`config.mk`:
```
export PLATFORM = sky130hd
export DESIGN_NAME = itrb_scale
export DESIGN_NICKNAME = d
export VERILOG_FILES = /design/src/rtl/itrb_pkg.sv /design/src/rtl/itrb_scale.sv
export VERILOG_INCLUDE_DIRS = /design/src /design/src/rtl
export SDC_FILE = /design/constraint.sdc
export NUM_CORES = 2
export LEC_CHECK = 0
export BUFFER_PORTS_ARGS = -buffer_cell sky130_fd_sc_hd__buf_4
export CORE_MARGIN = 4
export CORE_UTILIZATION = 40
export DETAILED_ROUTE_END_ITERATION = 6
export HOLD_SLACK_MARGIN = 0.15
export PLACE_DENSITY = 0.52
export SYNTH_ARGS = -nofsm -noshare
export SYNTH_HDL_FRONTEND = slang
export SYNTH_SLANG_ARGS = --single-unit
export TNS_END_PERCENT = 1
```
`constraint.sdc`:
```
create_clock -name i_clk -period 20.2 [get_ports i_clk]
set_clock_uncertainty 0.2 [all_clocks]
set_input_delay 2.02 -clock i_clk [delete_from_list [all_inputs] [get_ports i_clk]]
set_output_delay 2.02 -clock i_clk [all_outputs]
set_load 0.05 [all_outputs]
```
`src/rtl/assert_macros.svh`:
```
// Assertion macros shared by the ring buffer RTL.
// Users include this header by its bare name; the macros expect i_clk and i_rst_n in scope.
`ifndef ASSERT_MACROS_SVH
`define ASSERT_MACROS_SVH

// Checked only while the block is out of reset.
`define ASSERT_CLK(lbl, prop, msg) \
    lbl: assert property (@(posedge i_clk) disable iff (!i_rst_n) prop) \
        else $error(msg);

// Checked on every clock edge, reset included.
`define ASSERT_ANY(lbl, prop, msg) \
    lbl: assert property (@(posedge i_clk) prop) \
        else $error(msg);

`endif

```
`src/rtl/itrb_pkg.sv`:
```
// Shared types, constants and helper function for the integrating timeline ring buffer.
// No dependencies; every RTL module refers to it by scoped names.
package itrb_pkg;

    localparam int DEPTH      = 64;
    localparam int PTR_W      = $clog2(DEPTH);
    localparam int LEN_W      = 7;
    localparam int STAMP_W    = 32;
    localparam int VALUE_W    = 48;
    localparam int RATE_W     = 32;
    localparam int IDX_W      = 7;
    localparam int STATE_W    = 8;
    localparam int FUNC_W     = 3;
    localparam int STATUS_W   = 2;
    localparam int CFG_IDX_W  = 2;
    localparam int CFG_DATA_W = 48;
    localparam int IN_DATA_W  = 120;
    localparam int OUT_DATA_W = 120;
    localparam int IN_USER_W  = 3;
    localparam int OUT_USER_W = 3;

    // Operation codes carried in the input tuser.
    localparam logic [FUNC_W-1:0] FUNC_RES_APPEND   = 3'd0;
    localparam logic [FUNC_W-1:0] FUNC_STATE_APPEND = 3'd1;
    localparam logic [FUNC_W-1:0] FUNC_DEQUEUE      = 3'd2;
    localparam logic [FUNC_W-1:0] FUNC_PEEK         = 3'd3;
    localparam logic [FUNC_W-1:0] FUNC_CLEAR        = 3'd4;

    // Result status codes.
    localparam logic [STATUS_W-1:0] STATUS_OK    = 2'd0;
    localparam logic [STATUS_W-1:0] STATUS_FULL  = 2'd1;
    localparam logic [STATUS_W-1:0] STATUS_EMPTY = 2'd2;
    localparam logic [STATUS_W-1:0] STATUS_SAT   = 2'd3;

    // Configuration register indexes.
    localparam logic [CFG_IDX_W-1:0] CFG_ACTIVE_LENGTH = 2'd0;
    localparam logic [CFG_IDX_W-1:0] CFG_INITIAL_VALUE = 2'd1;
    localparam logic [CFG_IDX_W-1:0] CFG_INITIAL_RATE  = 2'd2;

    localparam logic [LEN_W-1:0] ACTIVE_LENGTH_RESET = 7'd64;
    localparam logic [LEN_W-1:0] LEN_MIN = 7'd2;

    localparam logic signed [63:0] VALUE_MAX = 64'sh0000_7FFF_FFFF_FFFF;
    localparam logic signed [63:0] VALUE_MIN = 64'shFFFF_8000_0000_0000;
    localparam logic signed [RATE_W-1:0] RATE_MAX = 32'sh7FFF_FFFF;
    localparam logic signed [RATE_W-1:0] RATE_MIN = 32'sh8000_0000;

    typedef struct packed {
        logic [STAMP_W-1:0]        stamp;
        logic signed [VALUE_W-1:0] value;
        logic signed [RATE_W-1:0]  rate;
    } t_entry;

    typedef struct packed {
        logic             re;
        logic [PTR_W-1:0] raddr;
        logic             we;
        logic [PTR_W-1:0] waddr;
        t_entry           wdata;
    } t_mem_req;

    typedef enum logic [1:0] {
        S_IDLE,
        S_LOAD,
        S_SCALE,
        S_FINISH
    } t_state;

    // Quotient digit of n / 15 for n below 240: 17/256 approximates 1/15 from
    // below by less than one, so a single correction step suffices.
    function automatic logic [3:0] div15_digit(input logic [7:0] n);
        logic [11:0] p;
        logic [3:0]  q;
        logic [7:0]  r;
        p = 12'(n) * 12'd17;
        q = p[11:8];
        r = n - 8'(q) * 8'd15;
        if (r >= 8'd15) begin
            q = q + 4'd1;
        end
        return q;
    endfunction

endpackage

```
`src/rtl/itrb_scale.sv`:
```
// Shared arithmetic unit: elapsed time times rate, divided by 60 toward zero.
// Depends on itrb_pkg and assert_macros.svh; a multiply, then 16 radix-16 steps.
`include "assert_macros.svh"

module itrb_scale (
    input  logic               i_clk,
    input  logic               i_rst_n,
    input  logic               i_start,
    input  logic signed [32:0] i_dt,
    input  logic signed [31:0] i_rate,
    output logic               o_done,
    output logic signed [63:0] o_term
);

    logic        r_busy;
    logic        r_mul;
    logic        r_done;
    logic [3:0]  r_cnt;
    logic        r_neg;
    logic [31:0] r_a;
    logic [31:0] r_b;
    logic [63:0] r_num;
    logic [3:0]  r_rem;

    logic [63:0] w_prod;
    logic [7:0]  w_part;
    logic [3:0]  w_qd;
    logic [7:0]  w_rem;

    assign w_prod = r_a * r_b;

    // Each step brings down the next dividend nibble and shifts in one
    // quotient digit, so r_num ends up holding the quotient.
    assign w_part = {r_rem, r_num[63:60]};
    assign w_qd   = itrb_pkg::div15_digit(w_part);
    assign w_rem  = w_part - 8'(w_qd) * 8'd15;

    always_ff @(posedge i_clk) begin
        if (!i_rst_n) begin
            r_busy <= 1'b0;
            r_mul  <= 1'b0;
            r_done <= 1'b0;
            r_cnt  <= '0;
        end else begin
            r_done <= 1'b0;
            if (i_start) begin
                r_busy <= 1'b1;
                r_mul  <= 1'b1;
            end else if (r_busy && r_mul) begin
                r_mul <= 1'b0;
                r_cnt <= '0;
            end else if (r_busy) begin
                r_cnt <= r_cnt + 4'd1;
                if (r_cnt == 4'hF) begin
                    r_busy <= 1'b0;
                    r_done <= 1'b1;
                end
            end
        end
    end

    always_ff @(posedge i_clk) begin
        if (i_start) begin
            r_a   <= i_dt[32] ? 32'(-i_dt) : i_dt[31:0];
            r_b   <= i_rate[31] ? 32'(-i_rate) : i_rate;
            r_neg <= i_dt[32] ^ i_rate[31];
        end else if (r_busy && r_mul) begin
            // Dividing by 4 here leaves a division by 15 for the digit steps.
            r_num <= {2'b00, w_prod[63:2]};
            r_rem <= '0;
        end else if (r_busy) begin
            r_num <= {r_num[59:0], w_qd};
            r_rem <= w_rem[3:0];
        end
    end

    assign o_done = r_done;
    assign o_term = r_neg ? -$signed(r_num) : $signed(r_num);

    `ASSERT_CLK(a_start_idle, i_start |-> !r_busy, "scale unit started while busy")
    `ASSERT_CLK(a_done_pulse, r_done |=> !r_done, "scale done held for more than one cycle")
    `ASSERT_ANY(a_done_not_busy, r_done |-> !r_busy, "scale done while still busy")

endmodule

```
==> flow_metrics.tcl <==
set metrics [dict create \
    grt_pass1_vias 32100 \
    worst_slew_pin_slew_ns 1.10 \
    cts.clk_slew.worst_paths_ns 0.07 \
    tns_ns 0 \
    slowest_stage "edfxtp_1" \
    cts-buffers-inserted 17 \
    critical_path.most_common_cell "fa_1" \
    place.gp.congestion 0.810 \
    ys_types 64 \
    hold_path_class "reg -> reg" \
    vias 29500 \
    drt_iter0_drc 1524 \
    htreeDepth 4 \
    reg2reg_from "r_b[7]$_DFFE_PP_" \
    maxCapViolations 0 \
    die_h_um 331 \
    dr.pass1.iters 5 \
    grt-ovfl-total 0 \
    postSynthAreaPerCell_sq_um 9.33 \
    slew_violations 0 \
    ctsResizeCount 0 \
    cp-startpoint "r_b[7]$_DFFE_PP_" \
    rsz0062_at_grt "no" \
    path_class "reg -> reg" \
    relSlewSlack_pct 26.8 \
    coreArea_sq_mm 0.103 \
    die_area_sq_mm 0.110 \
    setup_viol 0 \
    cts_tree "yes" \
    netlist.area_leader.share_pct 43.5 \
    grt_pass1_wl_mm 186 \
    layout-drive-gt1-share_pct 5.71 \
    cts_buffer_depth 2 \
    crit_buf_inv 4 \
    place.port_buffers 132 \
    period_share_pct 47.1 \
    seq_area_sq_mm 0.00413 \
    synthesis.area_sq_mm 0.0417 \
    synth_nets 5740 \
    end_kind "flop" \
    outcome "finished, final reports clean" \
    ctsHoldBuffers 0 \
    avgViaCountPerCell 5.05 \
    slowest_delay_ns 1.07 \
    ios 133 \
    clock-sinks 140 \
    multi_input_area_sq_mm 0.0333 \
    ys_warn_count 0 \
    ant_nets 0 \
    synth-async-reset-ratio_pct 0 \
    detail_route.wl_per_cell_um 19.9 \
    syn2layout_area_growth_pct 6.80 \
    drc 0 \
    synth_seq_cells 140 \
    synth_area_leaders "fa_1 43%, edfxtp_1 9.6%, and2_1 9.0%" \
    synth_edf_count 133 \
    cp-start-kind "flop" \
    die_x_um 331 \
    cts_root_buffer "clkbuf_16" \
    antenna_found_initial 3 \
    min-delay-start "r_cnt[3]$_SDFFE_PN0P_" \
    cp_max_fo 32 \
    fillers 10300 \
    track_usage_pct 22.1 \
    critPathArrivalTime_ns 9.55 \
    path_cells "and2_1 > fa_1 > fa_1 > fa_1 > inv_1 > fa_1 > inv_1 > fa_1 > inv_1 > fa_1 > inv_1 > fa_1 > fa_1 > ha_1 > a21oi_1 > a21boi_0 > o311ai_0 > o211ai_1 > a211oi_1 > nor2_1 > a41oi_1 > o21bai_1 > a311o_1" \
    floorplan.initialDensity_pct 40.3 \
    rows 118 \
    grt_max_degree 81 \
    yosysTopAreaCell "fa_1" \
    fin_nets 5708 \
    synth_ff_type "edfxtp_1" \
    period_minus_slack_ns 9.51 \
    max_freq_ghz 0.105 \
    hold_viol 0 \
    routed_wl_mm 116 \
    crit_family "adder cells" \
    worst_ep_required_time_ns 20.24 \
    post_cts_buffers 0 \
    clkLatencyLatePin_ns 0.49 \
    yosysSeqAreaShare_pct 9.91 \
    place.detailed.hpwl_mm 90.5 \
    netlist_instances 4471 \
]
-- cells in the mapped netlist (all sizes together) (30+ instances only) --
cell type / instances
o21ai: 135
xnor2: 164
edfxtp: 133
nand2: 586
or3: 33
a21o: 46
inv: 887
o31ai: 44
and2: 600
clkbuf: 243
a21oi: 71
ha: 295
nor2: 46
fa: 906
xor2: 30
-- state kept, by name, indices dropped and copies added (netlist names) --
register,cells
r_cnt,4
o_done,1
r_num,64
r_b,32
r_rem,4
r_neg,1
r_mul,1
r_busy,1
r_a,32
-- path summary, 6_finish.rpt --
kind	to	slack [ns]	cells past startpoint
setup / recovery	r_num[56]$_DFFE_PP_	10.69	23
hold / removal	r_cnt[3]$_SDFFE_PN0P_	0.31	2
setup reg to reg	r_num[56]$_DFFE_PP_	10.69	23
hold reg to reg	r_cnt[3]$_SDFFE_PN0P_	0.31	2
-- metal layers --
metal	wire, um	track usage [%]
met5	0	0
met4	2670	5.62
met3	3050	1.88
met2	62800	41.3
met1	47300	27.5
-- kinds of logic after synthesis --
family / count (synthesis) / share of synthesized area, %
multiplexers: 6 / 0.150
flip-flops: 140 / 9.91
buffers and inverters: 1133 / 10.2
adder cells (fa/ha/maj): 1201 / 52.3
AND/OR/NAND/NOR: 1398 / 17.2
XOR/XNOR: 195 / 4.13
AO/OA/AOI/OAI: 398 / 6.07
-- worst reg2reg max path, stage by stage, from the launching register on --
cell and delay (ns):
edfxtp_1 1.07, and2_1 0.28, fa_1 0.44, fa_1 0.50, fa_1 0.52, inv_1 0.05, fa_1 0.47, inv_1 0.05
fa_1 0.49, inv_1 0.05, fa_1 0.52, inv_1 0.05, fa_1 0.50, fa_1 0.46, ha_1 0.36, a21oi_1 0.33
a21boi_0 0.18, o311ai_0 0.79, o211ai_1 0.28, a211oi_1 0.37, nor2_1 0.19, a41oi_1 0.53, o21bai_1 0.22, a311o_1 0.35
-- layout by cell type (no fill, tap or decap), drive strengths merged, types with 13 or more instances in the layout --
| master | synthesis | final |
|---|---|---|
| xor2 | 30 | 30 |
| edfxtp | 133 | 133 |
| nand2 | 586 | 586 |
| clkbuf | 243 | 18 |
| and3 | 13 | 13 |
| o21bai | 17 | 17 |
| a21o | 46 | 46 |
| or3 | 33 | 33 |
| o31ai | 44 | 44 |
| buf | 3 | 195 |
| nand4 | 14 | 14 |
| nor2 | 46 | 46 |
| o21ai | 135 | 135 |
| fa | 906 | 906 |
| nand3 | 24 | 24 |
| and2 | 600 | 600 |
| o41ai | 15 | 15 |
| a21oi | 71 | 71 |
| nor3 | 20 | 20 |
| inv | 887 | 895 |
| ha | 295 | 295 |
| xnor2 | 164 | 164 |
| or4 | 15 | 15 |
-- final cells by class --
type | instances | share of cell area [%]
Timing Repair Buffer | 195 | 3.28
Tap cell | 1380 | 3.87
Sequential cell | 140 | 9.28
Clock buffer | 18 | 0.985
Multi-Input combinational cell | 3198 | 74.8
Antenna cell | 1 | 0.00561
Clock inverter | 14 | 0.281
Inverter | 887 | 7.47
-- per-stage QoR --
step / cell area, sq um / worst slack (ns) / cells / hold WS, ns / utilization, %
finish: 44600 / 10.69 / 5833 / 0.308 / 43.1
global placement: 44000 / 10.99 / 5800 / 0.287 / 42.5
floorplan: 41700 / 12.39 / 4471 / 0.263 / -
global route: 44600 / 10.28 / 5832 / 0.335 / 43.1
detailed placement: 44000 / 10.92 / 5800 / 0.297 / 42.5
CTS: 44600 / 10.89 / 5832 / 0.308 / 43.1
Power is left out: the tool's default activity adds up to more than one toggle a clock period on the data nets, which glitch-free logic cannot reach.
